`config.mk`:
```
export PLATFORM = sky130hd
export DESIGN_NAME = integer_key_hash_unit
export DESIGN_NICKNAME = d
export VERILOG_FILES = /design/src/design/ikh_pkg.sv /design/src/design/ikh_mix32.sv /design/src/design/ikh_mix64.sv /design/src/design/integer_key_hash_unit.sv
export SDC_FILE = /design/constraint.sdc
export NUM_CORES = 1
export LEC_CHECK = 0
export ABC_CLOCK_PERIOD_IN_PS = 13300
export BUFFER_PORTS_ARGS = -buffer_cell sky130_fd_sc_hd__buf_4
export CORE_ASPECT_RATIO = 0.75
export CORE_UTILIZATION = 63
export CTS_CLUSTER_DIAMETER = 50
export DETAILED_ROUTE_END_ITERATION = 7
export GPL_TIMING_DRIVEN = 0
export PLACE_DENSITY = 0.91
export SYNTH_ARGS = -nofsm -noshare
export SYNTH_HDL_FRONTEND = slang
export SYNTH_HIERARCHICAL = 1
export SYNTH_SLANG_ARGS = --single-unit
```
`constraint.sdc`:
```
create_clock -name clk -period 13.3 [get_ports clk]
set_input_delay 3.99 -clock clk [delete_from_list [all_inputs] [get_ports clk]]
set_output_delay 3.99 -clock clk [all_outputs]
set_load 0.1 [all_outputs]
```
`src/design/ikh_pkg.sv`:
```
// ikh_pkg: shared types and constants for the integer key hash unit
// no dependencies; imported by every module of the block
`default_nettype none

package ikh_pkg;

    // item modes
    typedef enum logic [2:0] {
        MODE_HASH32    = 3'd0,
        MODE_HASH64    = 3'd1,
        MODE_SEEDED    = 3'd2,
        MODE_MW_START  = 3'd3,
        MODE_MW_FOLD   = 3'd4
    } ikh_mode_t;

    localparam int unsigned KEY_W    = 64;
    localparam int unsigned HASH_W   = 32;
    localparam int unsigned MODE_W   = 3;
    localparam int unsigned RESULT_W = 30;
    localparam int unsigned FOLD_ROT = 7;

endpackage : ikh_pkg

`default_nettype wire

```
`src/design/ikh_mix32.sv`:
```
// ikh_mix32: 32-bit shift-add-xor integer mixer, result masked to 30 bits
// depends on ikh_pkg
`default_nettype none

module ikh_mix32
    import ikh_pkg::*;
(
    input  wire logic [HASH_W-1:0] din,
    output logic      [HASH_W-1:0] dout
);

    logic [HASH_W-1:0] s1;
    logic [HASH_W-1:0] s2;
    logic [HASH_W-1:0] s3;
    logic [HASH_W-1:0] s4;
    logic [HASH_W-1:0] s5;
    logic [HASH_W-1:0] s6;

    // mixing chain, all arithmetic wraps at 32 bits
    always_comb
    begin
        s1 = ~din + (din << 15);
        s2 = s1 ^ (s1 >> 12);
        s3 = s2 + (s2 << 2);
        s4 = s3 ^ (s3 >> 4);
        // multiply by 2057 as shift-adds
        s5 = s4 + (s4 << 3) + (s4 << 11);
        s6 = s5 ^ (s5 >> 16);
        dout = {{(HASH_W-RESULT_W){1'b0}}, s6[RESULT_W-1:0]};
    end

endmodule : ikh_mix32

`default_nettype wire

```
`src/design/ikh_mix64.sv`:
```
// ikh_mix64: 64-bit shift-add-xor integer mixer, low 30 bits returned
// depends on ikh_pkg
`default_nettype none

module ikh_mix64
    import ikh_pkg::*;
(
    input  wire logic [KEY_W-1:0]  din,
    output logic      [HASH_W-1:0] dout
);

    logic [KEY_W-1:0] s1;
    logic [KEY_W-1:0] s2;
    logic [KEY_W-1:0] s3;
    logic [KEY_W-1:0] s4;
    logic [KEY_W-1:0] s5;
    logic [KEY_W-1:0] s6;

    // mixing chain, all arithmetic wraps at 64 bits
    always_comb
    begin
        s1 = ~din + (din << 18);
        s2 = s1 ^ (s1 >> 31);
        // multiply by 21 as shift-adds
        s3 = s2 + (s2 << 2) + (s2 << 4);
        s4 = s3 ^ (s3 >> 11);
        s5 = s4 + (s4 << 6);
        s6 = s5 ^ (s5 >> 22);
        dout = {{(HASH_W-RESULT_W){1'b0}}, s6[RESULT_W-1:0]};
    end

endmodule : ikh_mix64

`default_nettype wire

```
`src/design/integer_key_hash_unit.sv`:
```
// integer_key_hash_unit: top level with input register, mixers and result register
// depends on ikh_pkg, ikh_mix32 and ikh_mix64
//
// Usage:
//   Input channel (in_valid/in_ready) carries mode and key_value; output
//   channel (out_valid/out_ready) returns one hash_value per transfer.
//   The user must load the seed through cfg_wr_en/cfg_wr_data only while the block
//   is idle; the block does not enforce this. Path: an item taken sits in the input
//   register, is mixed and lands in the result register once that is free;
//   out_valid is high from then. Throughput: one item per cycle while out_ready
//   frees the result register; the mixers are a single combinational pass between
//   the two registers, and the running hash is updated in the same cycle the result
//   is registered, so fold items may follow directly. Stall: if a result waits on
//   out_ready, an empty input register takes one more item, then in_ready drops
//   until the result leaves. Reset: both registers empty, running hash and seed zero.
`default_nettype none

module integer_key_hash_unit
    import ikh_pkg::*;
(
    input  wire logic              clk,
    input  wire logic              rst_n,
    input  wire logic              in_valid,
    output logic                   in_ready,
    input  wire logic [MODE_W-1:0] mode,
    input  wire logic [KEY_W-1:0]  key_value,
    output logic                   out_valid,
    input  wire logic              out_ready,
    output logic      [HASH_W-1:0] hash_value,
    input  wire logic              cfg_wr_en,
    input  wire logic [KEY_W-1:0]  cfg_wr_data
);

    logic              in_valid_reg;
    logic [MODE_W-1:0] mode_reg;
    logic [KEY_W-1:0]  key_reg;
    logic              out_valid_reg;
    logic [HASH_W-1:0] hash_reg;
    logic [HASH_W-1:0] hash_next;
    logic [HASH_W-1:0] running_reg;
    logic [HASH_W-1:0] running_next;
    logic [KEY_W-1:0]  seed_reg;
    logic              advance;
    logic [HASH_W-1:0] m32_in;
    logic [HASH_W-1:0] m32_out;
    logic [KEY_W-1:0]  m64_in;
    logic [HASH_W-1:0] m64_out;
    logic [HASH_W-1:0] rotated;

    // handshake: result register frees when empty or taken
    assign advance   = !out_valid_reg || out_ready;
    assign in_ready  = !in_valid_reg || advance;
    assign out_valid = out_valid_reg;
    assign hash_value = hash_reg;

    // seed register
    always_ff @(posedge clk or negedge rst_n)
    begin
        if (!rst_n)
            seed_reg <= '0;
        else if (cfg_wr_en)
            seed_reg <= cfg_wr_data;
    end

    // input register
    always_ff @(posedge clk or negedge rst_n)
    begin
        if (!rst_n)
            in_valid_reg <= 1'b0;
        else if (in_ready)
            in_valid_reg <= in_valid;
    end

    always_ff @(posedge clk)
    begin
        if (in_valid && in_ready)
        begin
            mode_reg <= mode;
            key_reg  <= key_value;
        end
    end

    // mixer operand selection
    always_comb
    begin
        if (mode_reg == MODE_MW_START)
            m32_in = {{(HASH_W-1){1'b0}}, key_reg[0]};
        else
            m32_in = key_reg[HASH_W-1:0];

        if (mode_reg == MODE_SEEDED)
            m64_in = {{(KEY_W-HASH_W){1'b0}}, key_reg[HASH_W-1:0]} ^ seed_reg;
        else
            m64_in = key_reg;
    end

    ikh_mix32 u_mix32 (
        .din  (m32_in),
        .dout (m32_out)
    );

    ikh_mix64 u_mix64 (
        .din  (m64_in),
        .dout (m64_out)
    );

    assign rotated = {running_reg[HASH_W-FOLD_ROT-1:0], running_reg[HASH_W-1:HASH_W-FOLD_ROT]};

    // result and running hash selection
    always_comb
    begin
        running_next = running_reg;
        case (mode_reg)
            MODE_HASH32:   hash_next = m32_out;
            MODE_HASH64,
            MODE_SEEDED:   hash_next = m64_out;
            MODE_MW_START:
            begin
                running_next = m32_out;
                hash_next    = m32_out;
            end
            MODE_MW_FOLD:
            begin
                running_next = rotated ^ m64_out;
                hash_next    = rotated ^ m64_out;
            end
            default:       hash_next = '0;
        endcase
    end

    // result register and running hash
    always_ff @(posedge clk or negedge rst_n)
    begin
        if (!rst_n)
        begin
            out_valid_reg <= 1'b0;
            running_reg   <= '0;
        end
        else if (advance)
        begin
            out_valid_reg <= in_valid_reg;
            if (in_valid_reg)
                running_reg <= running_next;
        end
    end

    always_ff @(posedge clk)
    begin
        if (advance && in_valid_reg)
            hash_reg <= hash_next;
    end

endmodule : integer_key_hash_unit

`default_nettype wire
```
# [After elaboration in Yosys (flattened, before gate mapping)]
# Index checks and enable logic that the tools add are counted.
[totals] register_bits=197 inputBits=136 out_inout_bits=34 word_cells=44
[classes] n_addsub=8 n_eq_ne=4 mux=4 n_bitwise=10 n_reduce_logical=11
[op_table] op="adder 32 bit" n=4
[op_table] op="adder 63 bit" n=2
[op_table] op="one-hot mux 32 bit (3 select lines)" n=1
[op_table] op="adder 64 bit" n=1
[op_table] op="2-to-1 mux 64 bit" n=1
[op_table] op="inverter 64 bit" n=1
[op_table] op="one-hot mux 32 bit (2 select lines)" n=1
[op_table] op="XOR 32 x 64 -> 64 bit" n=1
[op_table] op="XOR 63 x 33 -> 63 bit" n=1
[op_table] op="adder 52 bit" n=1
[op_table] op="XOR 52 bit" n=1
[op_table] op="2-to-1 mux 32 bit" n=1
[op_table] op="inverter 32 bit" n=1
[op_table] op="XOR 32 x 20 -> 32 bit" n=1
[op_table] op="XOR 32 x 28 -> 32 bit" n=1
[op_table] op="XOR 32 x 30 -> 32 bit" n=1
[op_table] op="XOR 30 x 16 -> 30 bit" n=1
[op_table] op="XOR 30 bit" n=1
[op_table] op="equality test 3 x 2 -> 1 bit, second input constant" n=2
[op_table] op="OR reduction 2 bit" n=2
[op_table] op="equality test 3 x 1 -> 1 bit, second input constant" n=1
[op_table] op="equality test 3 bit, second input constant" n=1
[op_table] op="zero test 3 bit" n=1
[op_table] op="AND reduction 3 bit" n=1
[op_table] op="other kinds (4)" n=7

# [Logic depth before layout (Yosys ltp)]
# Gate-level depths: netlist of the first run.
[logic_depth] word_depth=12 ltp_mapped=51 ltp_nobuf=48

# [Modules after synthesis]
# The synthesis of the first run kept the hierarchy.
[modules_own_cells] module="ikh_mix64" n_inst=1 cells_per_inst=1378 area_each_um2=10457.5 seq_area_each_um2=0.0
[modules_own_cells] module="integer_key_hash_unit" n_inst=1 cells_per_inst=626 area_each_um2=8958.6 seq_area_each_um2=5425.2
[modules_own_cells] module="ikh_mix32" n_inst=1 cells_per_inst=703 area_each_um2=5507.8 seq_area_each_um2=0.0

# [Worst setup path before layout of the first run]
# OpenSTA, ideal clock, no wires.
[synth_timing] kind="register to register" from="register mode_reg[2]" to="register running_reg[29]" setup_ps=125 arrival_ps=10821 required_time_ps=13175 setup_slack_ps=2355 path_stages_with_launch=49 n_path_buf=3 period_less_slack_ps=10945 path_cell_list="edfxtp_1 -> nor3b_1 -> clkbuf_1 -> clkbuf_1 -> nand2_1 -> xnor2_1 -> inv_1 -> ha_1 -> a21o_1 -> a21o_1 -> a211oi_1 -> o31ai_2 -> a21bo_2 -> a21oi_1 -> nor2b_1 -> o311a_1 -> nor2_1 -> xnor2_1 -> [13 not listed] -> xnor2_1 -> xor2_1 -> ha_1 -> clkbuf_1 -> nand4_1 -> nor3_1 -> a21o_1 -> a31oi_1 -> a31o_2 -> o31ai_1 -> nor2_1 -> o31ai_1 -> a31o_2 -> xor2_1 -> xnor3_1 -> xor2_1 -> mux2_2 -> mux2_2"
[synth_via] elab_chain_cells=12 word_cells_on_any_way=25 classes_between="add/sub: 8; eq/ne: 3; mux: 3; bitwise: 9; reduce/logical: 2"
[synth_rtl] item="start: declaration" line="integer_key_hash_unit.sv:35" rtl="logic [MODE_W-1:0] mode_reg;"
[synth_rtl] item="start signal: assignment" line="integer_key_hash_unit.sv:78" rtl="mode_reg <= mode;"
[synth_rtl] item="equality test 3 x 2 -> 1 bit *" line="integer_key_hash_unit.sv:91" rtl="if (mode_reg == MODE_SEEDED)"
[synth_rtl] item="2-to-1 mux 64 bit *" line="integer_key_hash_unit.sv:91"
[synth_rtl] item="named net m64_in[19]" line="integer_key_hash_unit.sv:46" rtl="logic [KEY_W-1:0] m64_in;"
[synth_rtl] item="inverter 64 bit" line="ikh_mix64.sv:22" rtl="s1 = ~din + (din << 18);"
[synth_rtl] item="adder 64 bit *" line="ikh_mix64.sv:22"
[synth_rtl] item="XOR 63 x 33 -> 63 bit *" line="ikh_mix64.sv:23" rtl="s2 = s1 ^ (s1 >> 31);"
[synth_rtl] item="adder 63 bit" line="ikh_mix64.sv:25" rtl="s3 = s2 + (s2 << 2) + (s2 << 4);"
[synth_rtl] item="adder 63 bit *" line="ikh_mix64.sv:25"
[synth_rtl] item="XOR 52 bit *" line="ikh_mix64.sv:26" rtl="s4 = s3 ^ (s3 >> 11);"
[synth_rtl] item="adder 52 bit *" line="ikh_mix64.sv:27" rtl="s5 = s4 + (s4 << 6);"
[synth_rtl] item="XOR 30 bit *" line="ikh_mix64.sv:28" rtl="s6 = s5 ^ (s5 >> 22);"
[synth_rtl] item="named net m64_out[29]" line="integer_key_hash_unit.sv:47" rtl="logic [HASH_W-1:0] m64_out;"
[synth_rtl] item="XOR 32 x 30 -> 32 bit *" line="integer_key_hash_unit.sv:124" rtl="running_next = rotated ^ m64_out;"
[synth_rtl] item="one-hot mux 32 bit (2 select lines) *" line="integer_key_hash_unit.sv:113" rtl="case (mode_reg)"
[synth_rtl] item="end signal: assignment" line="integer_key_hash_unit.sv:143" rtl="running_reg <= running_next;"
[synth_rtl] item="end: declaration" line="integer_key_hash_unit.sv:40" rtl="logic [HASH_W-1:0] running_reg;"
# The timed path passes the listed nets; every way through them passes the cells marked *.
# A chain may end at the register's enable or synchronous reset.

# [Worst setup path after layout of the first run]
# Ends and elaborated chain as after synthesis.

==> results.py, run 1 <==
metrics = {
    "status": {
        "status": "complete, no violations",
    },
    "timing": {
        "finalSetupViolCount": 0,
        "slew_viol_final": 0,
        "min_period_ns": 13.02,
        "period_share_pct": 97.9,
        "final-hold-violation-count": 0,
        "tightest_slew_ns": 1.17,
        "clock_skew_ns": 0.0177,
        "fin_setup_tns_ns": 0,
        "slew_headroom_pct": 21.2,
        "fmax_ghz": 0.0768,
    },
    "critical_path": {
        "endpoint_kind": "flop",
        "required_ns": 13.66,
        "cp_max_fo": 10,
        "max_stage_delay_ns": 0.68,
        "cp_common_cell": "a21oi_1",
        "criticalPathCategory": "reg -> reg",
        "cp_slowest_cell": "a311oi_1",
        "worstPathArrival_ns": 13.38,
        "start_kind": "flop",
    },
    "placed_design": {
        "hpwl_um": 63600,
        "io_buffers": 168,
        "place_area_sq_um": 26900,
        "gp_congestion": 1.01,
    },
    "min_path": {
        "hold_path_class": "reg -> reg",
    },
    "yosys": {
        "ys.flop_type": "edfxtp_1",
        "syn_inst": 2707,
        "avgSynthCellArea_sq_um": 9.21,
        "synth_top_family_by_area": "compound AO/OA/AOI/OAI gates",
        "ys_async_sr_fraction_pct": 49.7,
        "synth_area_sq_um": 24900,
        "ys_seq_elements": 197,
        "seq_area_frac_synth_pct": 21.8,
        "ys_types": 101,
        "synth_edf_count": 99,
        "synthAdderAreaFrac_pct": 17.1,
        "synth_warnings": 6,
        "synth_mux_area_share_pct": 8.73,
        "synth_simple_gate_area_share_pct": 10.6,
        "synth_compound_area_share_pct": 19.0,
        "synth_xor_area_share_pct": 18.8,
    },
    "detailed_routing": {
        "drcViolationCount": 0,
        "drt_iter0_drc": 2410,
        "vias": 22100,
        "drt_wl_total_um": 78200,
        "vias_per_cell": 6.43,
        "wire_per_inst_um": 22.8,
        "ant_nets": 0,
        "first_pass_iters": 8,
    },
    "clock_tree": {
        "cts.sinks": 197,
        "htreeDepth": 4,
        "clk_latency_ns": 0.49,
        "ctsLongestPathBuffers": 2,
        "cts.clk_slew.worst_paths_ns": 0.08,
        "cts_tree": "done",
        "cts_root_buf": "clkbuf_16",
        "cts_hold_buf": 0,
        "numCtsBuffers": 17,
    },
    "finish": {
        "utilization_pct": 72.3,
        "final_nets": 3349,
        "areaGrowthSynthToFinish_pct": 12.1,
        "num-fill-cells": 2744,
        "num_antenna_cells": 0,
        "postLayoutCellArea_sq_um": 27900,
        "drive_above_1_share_pct": 17.5,
    },
    "die": {
        "rows": 62,
        "floorplan.initialDensity_pct": 64.5,
        "pin_count": 170,
        "die_w_um": 232,
        "die_y_um": 174,
        "coreArea_sq_um": 38600,
        "die_area_sq_um": 40400,
    },
    "global_routing": {
        "antenna_found_initial": 1,
        "grt_pass1_vias": 21600,
        "grt_usage_pct": 38.9,
        "use_met2_pct": 60.8,
        "grt_max_degree": 99,
        "top_usage_layer": "met2",
        "grt_overflow": 0,
        "grt_pass1_wl_um": 121000,
        "use_met1_pct": 52.8,
        "globalRouteMet3Util_pct": 7.43,
    },
    "flow_run": {
        "max_cap_viol_count": 0,
    },
}
==> per-layer routing <==
layer	part of all wire, %	up-vias
met5	0.017	-
met4	4.1	2
met3	9.1	226
met2	45	1218
met1	42	10600
li1	-	10000
==> path summary, 6_finish.rpt <==
check	startpoint	endpoint	slack, ns	depth (start not counted)
max	mode_reg[2]	running_reg[29]	0.28	46
min	seed_reg[41]	seed_reg[41]	0.51	1
max reg2reg	mode_reg[2]	running_reg[29]	0.28	46
min reg2reg	seed_reg[41]	seed_reg[41]	0.51	1
max in group asynchronous	rst_n	running_reg[11]	9.22	2
min in group asynchronous	rst_n	seed_reg[57]	3.32	1
==> per-stage QoR <==
stage / std cells / hold WS (ns) / worst slack (ns)
floorplan: 2709 / 0.463 / 2.35
global placement: 3389 / 0.481 / -1.02
detailed placement: 3391 / 0.493 / -1.17
CTS: 3424 / 0.509 / 0.00391
global route: 3429 / 0.521 / -0.177
finish: 3429 / 0.514 / 0.277
==> layout make-up <==
class	instances	area (sq um)	area share, %
clock inverters	15	200	0.717
multi-input cells	2267	18900	67.6
well taps	512	641	2.29
inverters	183	687	2.46
repair buffers	176	1370	4.91
clock buffers	17	425	1.52
plain buffers	62	305	1.09
flip-flops and latches	197	5430	19.4
==> placed cells by master (no fill, tap or decap), drive strengths merged, types with 9 or more instances in the layout <==
cell and instances:
edfxtp 99, xnor3 9, clkinv 9, o21a 25, fa 48, nand2 191
xor2 206, nand2b 27, nand3 34, and2 47, nand4 18, a21o 137
o211ai 18, xnor2 288, nor3 27, or2 11, nor2 111, a31oi 18
buf 198, inv 189, o21ai 135, mux2 161, ha 261, o21bai 35
clkbuf 57, a211oi 32, nor2b 21, mux2i 36, a21oi 211, dfrtp 98
and3 25
==> synthesized netlist by cell type (27+ instances only) <==
cell / number / area share [%]
nand2b_1: 27 / 0.68
o21ai_0: 124 / 2.5
a21o_1: 137 / 4.1
clkbuf_1: 39 / 0.59
mux2_2: 158 / 7.1
xnor2_1: 279 / 9.8
xor2_1: 202 / 7.1
fa_1: 48 / 3.9
inv_1: 181 / 2.7
and2_1: 47 / 1.2
a211oi_1: 28 / 0.84
ha_1: 261 / 13
nand2_1: 191 / 2.9
mux2i_1: 36 / 1.4
nand3_1: 34 / 0.68
dfrtp_1: 98 / 9.8
o21bai_1: 35 / 1.1
a21oi_1: 206 / 4.1
nor2_1: 111 / 1.7
edfxtp_1: 99 / 12
==> repair_timing <==
| action | 4_1_cts | 5_1_grt |
|---|---|---|
| pin swaps | 0 | 4 |
| gates cloned | 0 | 0 |
| setup buffers | 1 | 4 |
| endpoints found under the setup margin | 29 | 30 |
| gates resized for setup | 10 | 47 |
==> critical path, delay by kind of cell, from the launching register on <==
family	cells	cell delay, ns
buffers and inverters	5	0.95
multiplexers	2	0.55
XOR/XNOR	7	2.31
AND/OR/NAND/NOR	3	0.78
flip-flops	1	0.55
adder cells (fa/ha/maj)	4	1.64
AO/OA/AOI/OAI	25	6.10
==> logic make-up (layout without fill, tap and decap cells) <==
group / after synthesis / in the layout
AO/OA/AOI/OAI: 704 / 704
AND/OR/NAND/NOR: 545 / 545
XOR/XNOR: 504 / 504
adder cells (fa/ha/maj): 313 / 313
buffers and inverters: 245 / 453
multiplexers: 197 / 197
flip-flops: 197 / 197
other: 2 / 4
Power of run 1 is not shown: default switching activity piles up to over one toggle a cycle in this logic, so the estimate is an artifact.
==> run 2: changes to the inputs <==
--- a/config.mk
+++ b/config.mk
@@ -11,7 +11,6 @@
 export CORE_UTILIZATION = 63
 export CTS_CLUSTER_DIAMETER = 50
 export DETAILED_ROUTE_END_ITERATION = 7
-export GPL_TIMING_DRIVEN = 0
 export PLACE_DENSITY = 0.91
 export SYNTH_ARGS = -nofsm -noshare
 export SYNTH_HDL_FRONTEND = slang
==> run 2 against run 1 <==
Against the previous run: setup slack better by 0.40 ns; critical path type unchanged; non-clock buffer count is 33 lower; global-route usage is 0.85 points lower; wire length is 2.1% lower; sequential cell count stayed put.
==> results.py, run 2 (synthesis results as in run 1) <==
metrics = {
    "detailed_routing": {
        "drt_iter0_drc": 2555,
        "ant_nets": 0,
        "drcViolationCount": 0,
        "vias": 21900,
        "vias_per_cell": 6.45,
        "drt_wl_total_um": 76600,
        "first_pass_iters": 5,
        "wire_per_inst_um": 22.5,
    },
    "critical_path": {
        "cp_common_cell": "a21oi_1",
        "cp_max_fo": 64,
        "max_stage_delay_ns": 0.51,
        "start_kind": "flop",
        "criticalPathCategory": "reg -> reg",
        "endpoint_kind": "flop",
        "worstPathArrival_ns": 12.97,
        "cp_slowest_cell": "edfxtp_1",
        "required_ns": 13.65,
    },
    "global_routing": {
        "grt_pass1_wl_um": 120000,
        "grt_pass1_vias": 21400,
        "grt_max_degree": 68,
        "grt_overflow": 0,
        "antenna_found_initial": 1,
        "grt_usage_pct": 38.0,
    },
    "clock_tree": {
        "cts_hold_buf": 0,
        "ctsLongestPathBuffers": 2,
        "numCtsBuffers": 17,
        "htreeDepth": 4,
        "cts_root_buf": "clkbuf_16",
        "cts.sinks": 197,
        "clk_latency_ns": 0.47,
        "cts.clk_slew.worst_paths_ns": 0.07,
        "cts_tree": "done",
    },
    "finish": {
        "layout_commonest_cell": "xnor2_1",
        "layout_common_cells": "xnor2_1 (275), ha_1 (261), a21oi_1 (206)",
        "utilization_pct": 71.2,
        "final_nets": 3316,
        "num-fill-cells": 2877,
        "drive_above_1_share_pct": 16.7,
        "areaGrowthSynthToFinish_pct": 10.3,
    },
    "die": {
        "floorplan.initialDensity_pct": 64.5,
        "die_area_sq_um": 40400,
        "pin_count": 170,
        "die_y_um": 174,
        "rows": 62,
        "die_w_um": 232,
        "coreArea_sq_um": 38600,
    },
    "timing": {
        "slew_headroom_pct": 13.6,
        "finalSetupViolCount": 0,
        "period_share_pct": 94.9,
        "tightest_slew_ns": 1.28,
        "fin_setup_tns_ns": 0,
        "fin_ws_ns": 0.676,
        "slew_viol_final": 0,
        "clock_skew_ns": 0.0130,
        "fmax_ghz": 0.0792,
        "rsz0062_at_grt": "no",
        "min_period_ns": 12.62,
        "final-hold-violation-count": 0,
    },
    "min_path": {
        "hold_path_class": "reg -> reg",
    },
    "placed_design": {
        "io_buffers": 169,
        "gp_congestion": 1.07,
        "hpwl_um": 63600,
        "dp_slack_ns": 0.451,
    },
    "flow_run": {
        "max_cap_viol_count": 0,
    },
    "status": {
        "status": "complete, no violations",
    },
}
run 2: worst max-delay path: cells and delay by family, from the launching register on:
| kind | cells | cell delay [ns] |
|---|---|---|
| compound gates | 27 | 6.45 |
| xor+xnor | 8 | 2.30 |
| fa+ha+maj | 4 | 1.36 |
| simple gates | 5 | 0.72 |
| buf+inv | 3 | 0.56 |
| mux | 2 | 0.53 |
| flops | 1 | 0.51 |
run 2: worst paths after layout:
kind | slack (ns) | cells past startpoint | to | start
hold / removal | 0.51 | 1 | seed_reg[44] | seed_reg[44]
setup / recovery | 0.68 | 49 | running_reg[29] | mode_reg[0]
hold reg to reg | 0.51 | 1 | seed_reg[44] | seed_reg[44]
setup reg to reg | 0.68 | 49 | running_reg[29] | mode_reg[0]
min in group asynchronous | 3.46 | 1 | seed_reg[56] | rst_n
max in group asynchronous | 8.53 | 2 | running_reg[8] | rst_n
run 2: repair_timing:
item	CTS	global route
buffers inserted	0	1
resized for setup	0	11
endpoints found under the setup margin	0	3
run 2: routing by layer:
layer | GRT usage (%) | vias up | part of all wire (%)
li1 | - | 9953 | -
met1 | 51.2 | 10500 | 42
met2 | 59.7 | 1206 | 44
met3 | 7.40 | 213 | 9.6
met4 | 15.4 | 0 | 4.1
met5 | 0 | - | 0
run 2: layout make-up:
class / instances / area [sq um] / area share, %
multi-input combinational: 2267 / 18600 / 67.7
clock buffer: 19 / 433 / 1.57
inverter: 183 / 687 / 2.50
antenna: 1 / 2.50 / 0.00910
tap: 512 / 641 / 2.33
timing repair buffer: 205 / 1550 / 5.64
clock inverter: 13 / 151 / 0.551
sequential: 197 / 5430 / 19.7
run 2: through the flow:
step	std cells	instance area [sq um]	hold WS, ns
floorplan	2709	24900	0.463
CTS	3395	27400	0.510
detailed placement	3363	26800	0.490
global route	3397	27500	0.525
finish	3397	27500	0.506
global placement	3363	26800	0.483
Power of run 2 is left out for the same reason.
